--- src/hw/rtl/lfc_pkg.sv ---
package lfc_pkg;

  localparam int MAX_TAPS_DEF    = 1024;
  localparam int SAMPLE_BITS_DEF = 24;
  localparam int ACC_BITS        = 64;
  localparam int COUNT_BITS      = 11;
  localparam int INDEX_BITS      = 10;

  localparam logic [1:0] OP_FEED  = 2'd0;
  localparam logic [1:0] OP_LOAD  = 2'd1;
  localparam logic [1:0] OP_CLEAR = 2'd2;

  typedef enum logic [1:0] {
    ST_IDLE,
    ST_RUN,
    ST_DRAIN,
    ST_PUSH
  } state_t;

  typedef struct packed {
    logic coef_wr;
    logic hist_clr;
    logic feed_start;
    logic bypass_load;
    logic issue;
    logic round;
    logic push;
  } cmd_t;

  typedef struct packed {
    logic bypass;
    logic last_tap;
    logic pipe_busy;
    logic out_busy;
  } sts_t;

  localparam logic signed [ACC_BITS-1:0] ACC_MAX = {1'b0, {(ACC_BITS-1){1'b1}}};
  localparam logic signed [ACC_BITS-1:0] ACC_MIN = {1'b1, {(ACC_BITS-1){1'b0}}};

  // add that clips at the signed accumulator range
  function automatic logic signed [ACC_BITS-1:0] sat_add(
    input logic signed [ACC_BITS-1:0] a,
    input logic signed [ACC_BITS-1:0] b
  );
    logic signed [ACC_BITS:0] s;
    s = (ACC_BITS+1)'(a) + (ACC_BITS+1)'(b);
    if (s[ACC_BITS] != s[ACC_BITS-1]) begin
      return s[ACC_BITS] ? ACC_MIN : ACC_MAX;
    end
    return s[ACC_BITS-1:0];
  endfunction

endpackage

--- src/hw/rtl/lfc_ctrl.sv ---
module lfc_ctrl (
  input  logic          clk,
  input  logic          rst_n,
  input  logic          in_valid,
  input  logic [1:0]    in_opcode,
  output logic          in_ready,
  input  lfc_pkg::sts_t sts,
  output lfc_pkg::cmd_t cmd
);

  lfc_pkg::state_t state_r, state_nxt;

  always_ff @(posedge clk) begin
    if (!rst_n) begin
      state_r <= lfc_pkg::ST_IDLE;
    end else begin
      state_r <= state_nxt;
    end
  end

  always_comb begin
    state_nxt = state_r;
    cmd       = '0;
    in_ready  = 1'b0;
    case (state_r)
      lfc_pkg::ST_IDLE: begin
        in_ready = 1'b1;
        if (in_valid) begin
          case (in_opcode)
            lfc_pkg::OP_FEED: begin
              if (sts.bypass) begin
                cmd.bypass_load = 1'b1;
                state_nxt       = lfc_pkg::ST_PUSH;
              end else begin
                cmd.feed_start = 1'b1;
                state_nxt      = lfc_pkg::ST_RUN;
              end
            end
            lfc_pkg::OP_LOAD:  cmd.coef_wr  = 1'b1;
            lfc_pkg::OP_CLEAR: cmd.hist_clr = 1'b1;
            default: ;
          endcase
        end
      end
      lfc_pkg::ST_RUN: begin
        cmd.issue = 1'b1;
        if (sts.last_tap) begin
          state_nxt = lfc_pkg::ST_DRAIN;
        end
      end
      lfc_pkg::ST_DRAIN: begin
        // wait for the last product to land in the accumulator
        if (!sts.pipe_busy) begin
          cmd.round = 1'b1;
          state_nxt = lfc_pkg::ST_PUSH;
        end
      end
      lfc_pkg::ST_PUSH: begin
        if (!sts.out_busy) begin
          cmd.push  = 1'b1;
          state_nxt = lfc_pkg::ST_IDLE;
        end
      end
      default: state_nxt = lfc_pkg::ST_IDLE;
    endcase
  end

endmodule

--- config.mk ---
export PLATFORM = sky130hd
export DESIGN_NAME = lfc_ctrl
export DESIGN_NICKNAME = d
export VERILOG_FILES = /design/src/hw/rtl/lfc_pkg.sv /design/src/hw/rtl/lfc_ctrl.sv
export SDC_FILE = /design/constraint.sdc
export NUM_CORES = 1
export LEC_CHECK = 0
export BUFFER_PORTS_ARGS = -buffer_cell sky130_fd_sc_hd__buf_2
export CORE_AREA = 2 2 39 41
export DETAILED_ROUTE_END_ITERATION = 8
export DIE_AREA = 0 0 41 43
export PLACE_DENSITY_LB_ADDON = 0.25
export SLEW_MARGIN = 20
export SYNTH_ARGS = -nofsm -noshare
export SYNTH_HDL_FRONTEND = slang
export SYNTH_SLANG_ARGS = --single-unit
export TNS_END_PERCENT = 20
--- constraint.sdc ---
create_clock -name clk -period 1.3 [get_ports clk]
set_clock_uncertainty 0.15 [all_clocks]
set_input_delay 0 -clock clk [delete_from_list [all_inputs] [get_ports clk]]
set_output_delay 0 -clock clk [all_outputs]
set_load 0.03 [all_outputs]
==> flow_summary.json, run 1 <==
{
  "status": "finished, violations left",
  "violations": "setup timing",
  "yosysWarnings": 0,
  "ant_nets": 0,
  "root_buffer": "clkbuf_4",
  "start_kind": "flop",
  "cts_tree": "yes",
  "final_cells": 72,
  "drive_gt1_share_pct": 73.2,
  "vdd_ir_drop_max_mv": 1.07,
  "core_um2": 1380,
  "grt_pass1_wl_um": 1020,
  "combPwrFrac_pct": 77.2,
  "grt_pass1_vias": 259,
  "endpoint_kind": "primary output",
  "clock-sinks": 2,
  "synth_top_family_by_area": "simple AND/OR/NAND/NOR gates",
  "dp.cells": 62,
  "ys_types": 14,
  "critical_path_class": "flop to primary output",
  "slew_headroom_pct": 84.1,
  "synth_xor_area_share_pct": 0,
  "switching_share_pct": 45.4,
  "drt_iter0_markers": 0,
  "yosys.area_share.simple_pct": 33.7,
  "power.share.clock_pct": 11.9,
  "synthToLayoutAreaGrowth_pct": 133,
  "io_buffers": 16,
  "synth_area_um2": 249,
  "gp_congestion": 0.716,
  "stdcell_area_um2": 579,
  "cts_max_level": 1,
  "largest_register_ffs": 2,
  "grt_max_degree": 6,
  "ioPinCount": 17,
  "dpl.hpwl_um": 499,
  "synth-compound-area-share_pct": 8.04,
  "cp_max_fo": 4,
  "dieArea_um2": 1760,
  "drt-total-wl_um": 659,
  "p_leak_uw": 0.000256,
  "clk_pin_slew_ns": 0.03,
  "die_y_um": 43,
  "antenna_found_initial": 0,
  "tightest_slew_ns": 0.238,
  "fin_crit_ns": 1.41,
  "clock_latency_ns": 0.23,
  "final_hold_viol_count": 0,
  "synthAdderAreaFrac_pct": 25.1,
  "hold_class": "primary input to flop",
  "antenna_cells": 0,
  "grt_usage_pct": 8.92,
  "post-route-period-util_pct": 108,
  "setup_viol": 8,
  "grt.overflow.total": 0,
  "slew_violations": 0,
  "clockBufferDepth": 2,
  "seqPwrFrac_pct": 11.0,
  "setup-tns-final_ns": -0.364,
  "die_w_um": 41,
  "arrival_ns": 1.26,
  "viasPerCell": 4.21,
  "wl_per_cell_um": 9.15,
  "top_register": "state_r",
  "syn-num-nets": 43,
  "syn_area_per_cell_um2": 8.59,
  "drv_cap": 0,
  "rsz0062_at_grt": "yes",
  "synthMuxAreaShare_pct": 12.6,
  "drc": 0,
  "row_count": 14,
  "cts_buffers": 3,
  "timing.fmax_mhz": 710,
  "setup_slack_ns": -0.108,
  "nNetsFinal": 72,
  "placed_area_um2": 443,
  "ys_seq_area_share_pct": 16.1,
  "initial_core_util_pct": 18.0,
  "synthCells": 29,
  "critical_path_required_ns": 1.15,
  "power_switching_uw": 525,
  "p_int_uw": 631,
  "cellPowerDensity_nw_per_um2": 2000,
  "ys_ff_latch": 2,
  "drt_first_pass_iters": 1,
  "reg_top3": "state_r (2)",
  "vias": 303
}
## critical path, stage by stage, from the launching register on
cell	delay (ns)
dfxtp_2	0.33
inv_4	0.07
ha_4	0.16
nand2_8	0.08
nor4b_4	0.21
buf_4	0.19
## final cells by class
| cell class | instances | area (um^2) |
|---|---|---|
| clock buffer | 3 | 22.5 |
| fill | 140 | 805 |
| inverter | 3 | 13.8 |
| multi-input combinational | 24 | 310 |
| sequential | 2 | 42.5 |
| tap | 16 | 20.0 |
| timing repair buffer | 24 | 170 |
## power by group through the flow
stage                     clock network, uW  logic (uW)  registers, uW
after floorplan                           0         581            130
after global placement                    0         712            131
after detailed placement                  0         713            132
after CTS                               147         868            121
after global routing                    152         981            132
final                                   137         892            127
## Yosys cell counts
cell / count / area, um^2
ha_1: 5 / 62.6
o21ai_0: 1 / 5.00
mux2i_1: 2 / 20.0
nor3b_1: 2 / 15.0
nor4_1: 1 / 6.26
nor4b_1: 1 / 8.76
mux2_2: 1 / 11.3
nor3b_2: 1 / 12.5
nand2_1: 6 / 22.5
nand2b_1: 1 / 6.26
inv_1: 3 / 11.3
o2111ai_2: 1 / 15.0
dfxtp_1: 2 / 40.0
nor2b_1: 2 / 12.5
## path summary, 6_finish.rpt
kind	slack, ns	endpoint	from	cells after the start
hold / removal	0.11	state_r[1]	sts[3]	4
setup / recovery	-0.11	cmd[3]	state_r[1]	5
setup reg to reg	-0.09	state_r[1]	state_r[0]	6
hold reg to reg	0.34	state_r[1]	state_r[1]	2
## routing by layer
metal	share of wire [%]	vias up	wire, um	global-route usage, %
li1	-	156	-	-
met4	0	0	0	6.00
met3	5.3	0	35	4.71
met5	0	-	0	0
met2	47	8	308	11.3
met1	48	139	315	11.2
## per-stage QoR
stage | hold slack (ns) | setup WS (ns) | power (uW) | util [%]
after CTS | 0.0901 | -0.129 | 1140 | 40.7
after floorplan | -0.104 | -0.0647 | 711 | -
after global placement | 0.132 | -0.0246 | 843 | 32.0
after detailed placement | 0.135 | -0.0457 | 845 | 32.0
final | 0.107 | -0.108 | 1160 | 41.9
after global routing | 0.132 | -0.183 | 1270 | 41.9
## kinds of logic (layout without fill, tap and decap cells)
family          Yosys count  in the layout
fa+ha+maj                 5              5
compound gates            2              2
mux                       3              3
simple gates             14             14
buf+inv                   3             30
flops                     2              2
## repair_timing
action	4_1_cts	5_1_grt
gates resized for setup	11	3
pin swaps	5	1
hold endpoints to repair	2	0
endpoints found under the setup margin	8	8
hold buffers	3	0
buffers inserted	4	0
## cells in the final DEF (no fill, tap or decap)
cell / n
nor4b_4: 1
buf_2: 10
o21ai_0: 1
nor2b_1: 1
nor3b_2: 1
ha_2: 2
inv_4: 1
mux2i_1: 2
o2111ai_4: 1
nor3b_4: 2
buf_6: 2
nor2b_2: 1
dfxtp_2: 2
nand2_1: 5
ha_1: 1
nand2_8: 1
inv_1: 1
inv_2: 1
dlygate4sd3_1: 3
mux2_2: 1
nand2b_1: 1
nor4_4: 1
clkbuf_4: 3
ha_4: 2
buf_4: 9
Power figures use the tool's default switching activity.
==> run 2: changes to the inputs <==
==> constraint.sdc (replaced) <==
create_clock -name clk -period 1.8 [get_ports clk]
set_clock_uncertainty 0.15 [all_clocks]
set_input_delay 0 -clock clk [delete_from_list [all_inputs] [get_ports clk]]
set_output_delay 0 -clock clk [all_outputs]
set_load 0.03 [all_outputs]
==> run 2 against run 1 <==
Compared with the run above:
- the flow now finishes without violations
- final cell count fell by 8.3%
- first-iteration DRC count unchanged
- non-clock buffer count shrank 6
- die area did not move
- register-to-register slack improved by 0.49 ns
- sequential share of layout area rose by 2.7 points
- power shrank 51%
- routed wire length is 14% lower
- global-route usage shrank 1.8 points
- critical endpoint unchanged
==> flow_summary.json, run 2 (synthesis results as in run 1) <==
{
  "slowest_stage": "dfxtp_1",
  "cts_setup_buffers": 0,
  "rsz0062_at_grt": "no",
  "cellPowerDensity_nw_per_um2": 1430,
  "clk_pin_slew_ns": 0.03,
  "clock-sinks": 2,
  "cts_hold_buf": 2,
  "cts_buffers": 3,
  "path_cells": "inv_1, ha_1, nand2_1, nor4b_2, buf_2",
  "antenna_found_initial": 0,
  "multi_input_area_um2": 204,
  "final_util_pct": 28.8,
  "placed_area_um2": 355,
  "drc": 0,
  "die_w_um": 41,
  "root_buffer": "clkbuf_4",
  "clockBufferDepth": 2,
  "setup-tns-final_ns": 0,
  "tightest_slew_ns": 0.251,
  "clock_latency_ns": 0.22,
  "drt_iter0_markers": 0,
  "endpoint_kind": "primary output",
  "core_um2": 1380,
  "cp_max_fo": 4,
  "die_y_um": 43,
  "ctsResizeCount": 0,
  "gp_congestion": 0.610,
  "vias": 271,
  "wl_per_cell_um": 8.61,
  "ioPinCount": 17,
  "fin_crit_ns": 1.56,
  "grt_pass1_wl_um": 814,
  "grt_pass1_vias": 242,
  "grt.overflow.total": 0,
  "worst-path-buf-inv": 2,
  "row_count": 14,
  "antenna_cells": 0,
  "start_kind": "flop",
  "cpPeakStageDelay_ns": 0.33,
  "final_common_cell": "buf_2",
  "cts_tree": "yes",
  "grt_usage_pct": 7.11,
  "grt_max_degree": 6,
  "slew_violations": 0,
  "synthToLayoutAreaGrowth_pct": 59.8,
  "dpl.hpwl_um": 498,
  "vdd_ir_drop_max_mv": 0.367,
  "critical_path_required_ns": 1.65,
  "drt_first_pass_iters": 1,
  "final_hold_viol_count": 0,
  "drive_gt1_share_pct": 46.0,
  "layout_common_cells": "buf_2, nand2_1, ha_1, inv_1, clkbuf_4",
  "status": "finished, final reports clean",
  "largest_register_ffs": 2,
  "critical_path_class": "flop to primary output",
  "setup_viol": 0,
  "viasPerCell": 4.11,
  "slew_headroom_pct": 83.2,
  "post-route-period-util_pct": 86.8,
  "top_register": "state_r",
  "reg_top3": "state_r (2)",
  "p_leak_uw": 0.000206,
  "timing.fmax_mhz": 640,
  "setup_slack_ns": 0.237,
  "drv_cap": 0,
  "pre_cts_slack_ns": 0.374,
  "arrival_ns": 1.41,
  "drt-total-wl_um": 568,
  "dieArea_um2": 1760,
  "cpLargestDelayFamily": "buffers and inverters",
  "io_buffers": 16,
  "ant_nets": 0,
  "hold_class": "primary input to flop",
  "cts_max_level": 1,
  "fillCellCount": 158,
  "initial_core_util_pct": 18.0,
  "stdcell_area_um2": 398,
  "seq_area_um2": 40.0,
  "nNetsFinal": 66
}
-- run 2: cell types whose count changed in the layout (fill, tap and decap cells not counted), moves of 2 or more --
cell,before,now
dfxtp_1,0,2
nor3b_1,0,2
nor3b_4,2,0
ha_1,1,5
inv_1,1,3
dfxtp_2,2,0
ha_2,2,0
buf_6,2,0
buf_2,10,16
ha_4,2,0
buf_4,9,0
-- run 2: final timing paths --
kind / startpoint / end / slack (ns) / cells after the start
setup / recovery: state_r[0] / cmd[3] / 0.24 / 5
hold / removal: sts[1] / state_r[1] / 0.02 / 4
setup reg to reg: state_r[0] / state_r[1] / 0.40 / 5
hold reg to reg: state_r[1] / state_r[1] / 0.35 / 2
-- run 2: routing by layer --
metal  global-route usage (%)  routed length, um
met5                        0                  0
met4                     8.00                  0
met3                     1.57                 37
met2                     10.3                294
met1                     7.32                237
-- run 2: cell type report --
type	count	area share, %
Inverter	3	2.83
Clock buffer	3	5.66
Timing Repair Buffer	18	25.2
Tap cell	16	5.03
Multi-Input combinational cell	24	51.3
Sequential cell	2	10.1
-- run 2: where the power goes --
part           total, uW  switching (uW)  internal [uW]  leakage [uW]
clock               95.6            22.3           73.2     0.0000138
sequential          89.9            22.8           67.1     0.0000165
combinational        382             231            152      0.000175
total                568             276            292      0.000206
-- run 2: per-stage QoR --
step           power [uW]  hold slack, ns  instances
3_5_place_dp          480           0.134         61
6_report              568          0.0177         66
5_1_grt               625          0.0322         66
2_1_floorplan         393         -0.0792         29
3_3_place_gp          479           0.129         61
4_1_cts               585          0.0132         66
-- run 2: worst min-delay path, stage by stage --
cell and delay (ns):
buf_2 0.09, nand2_1 0.06, o2111ai_2 0.11, mux2i_1 0.08
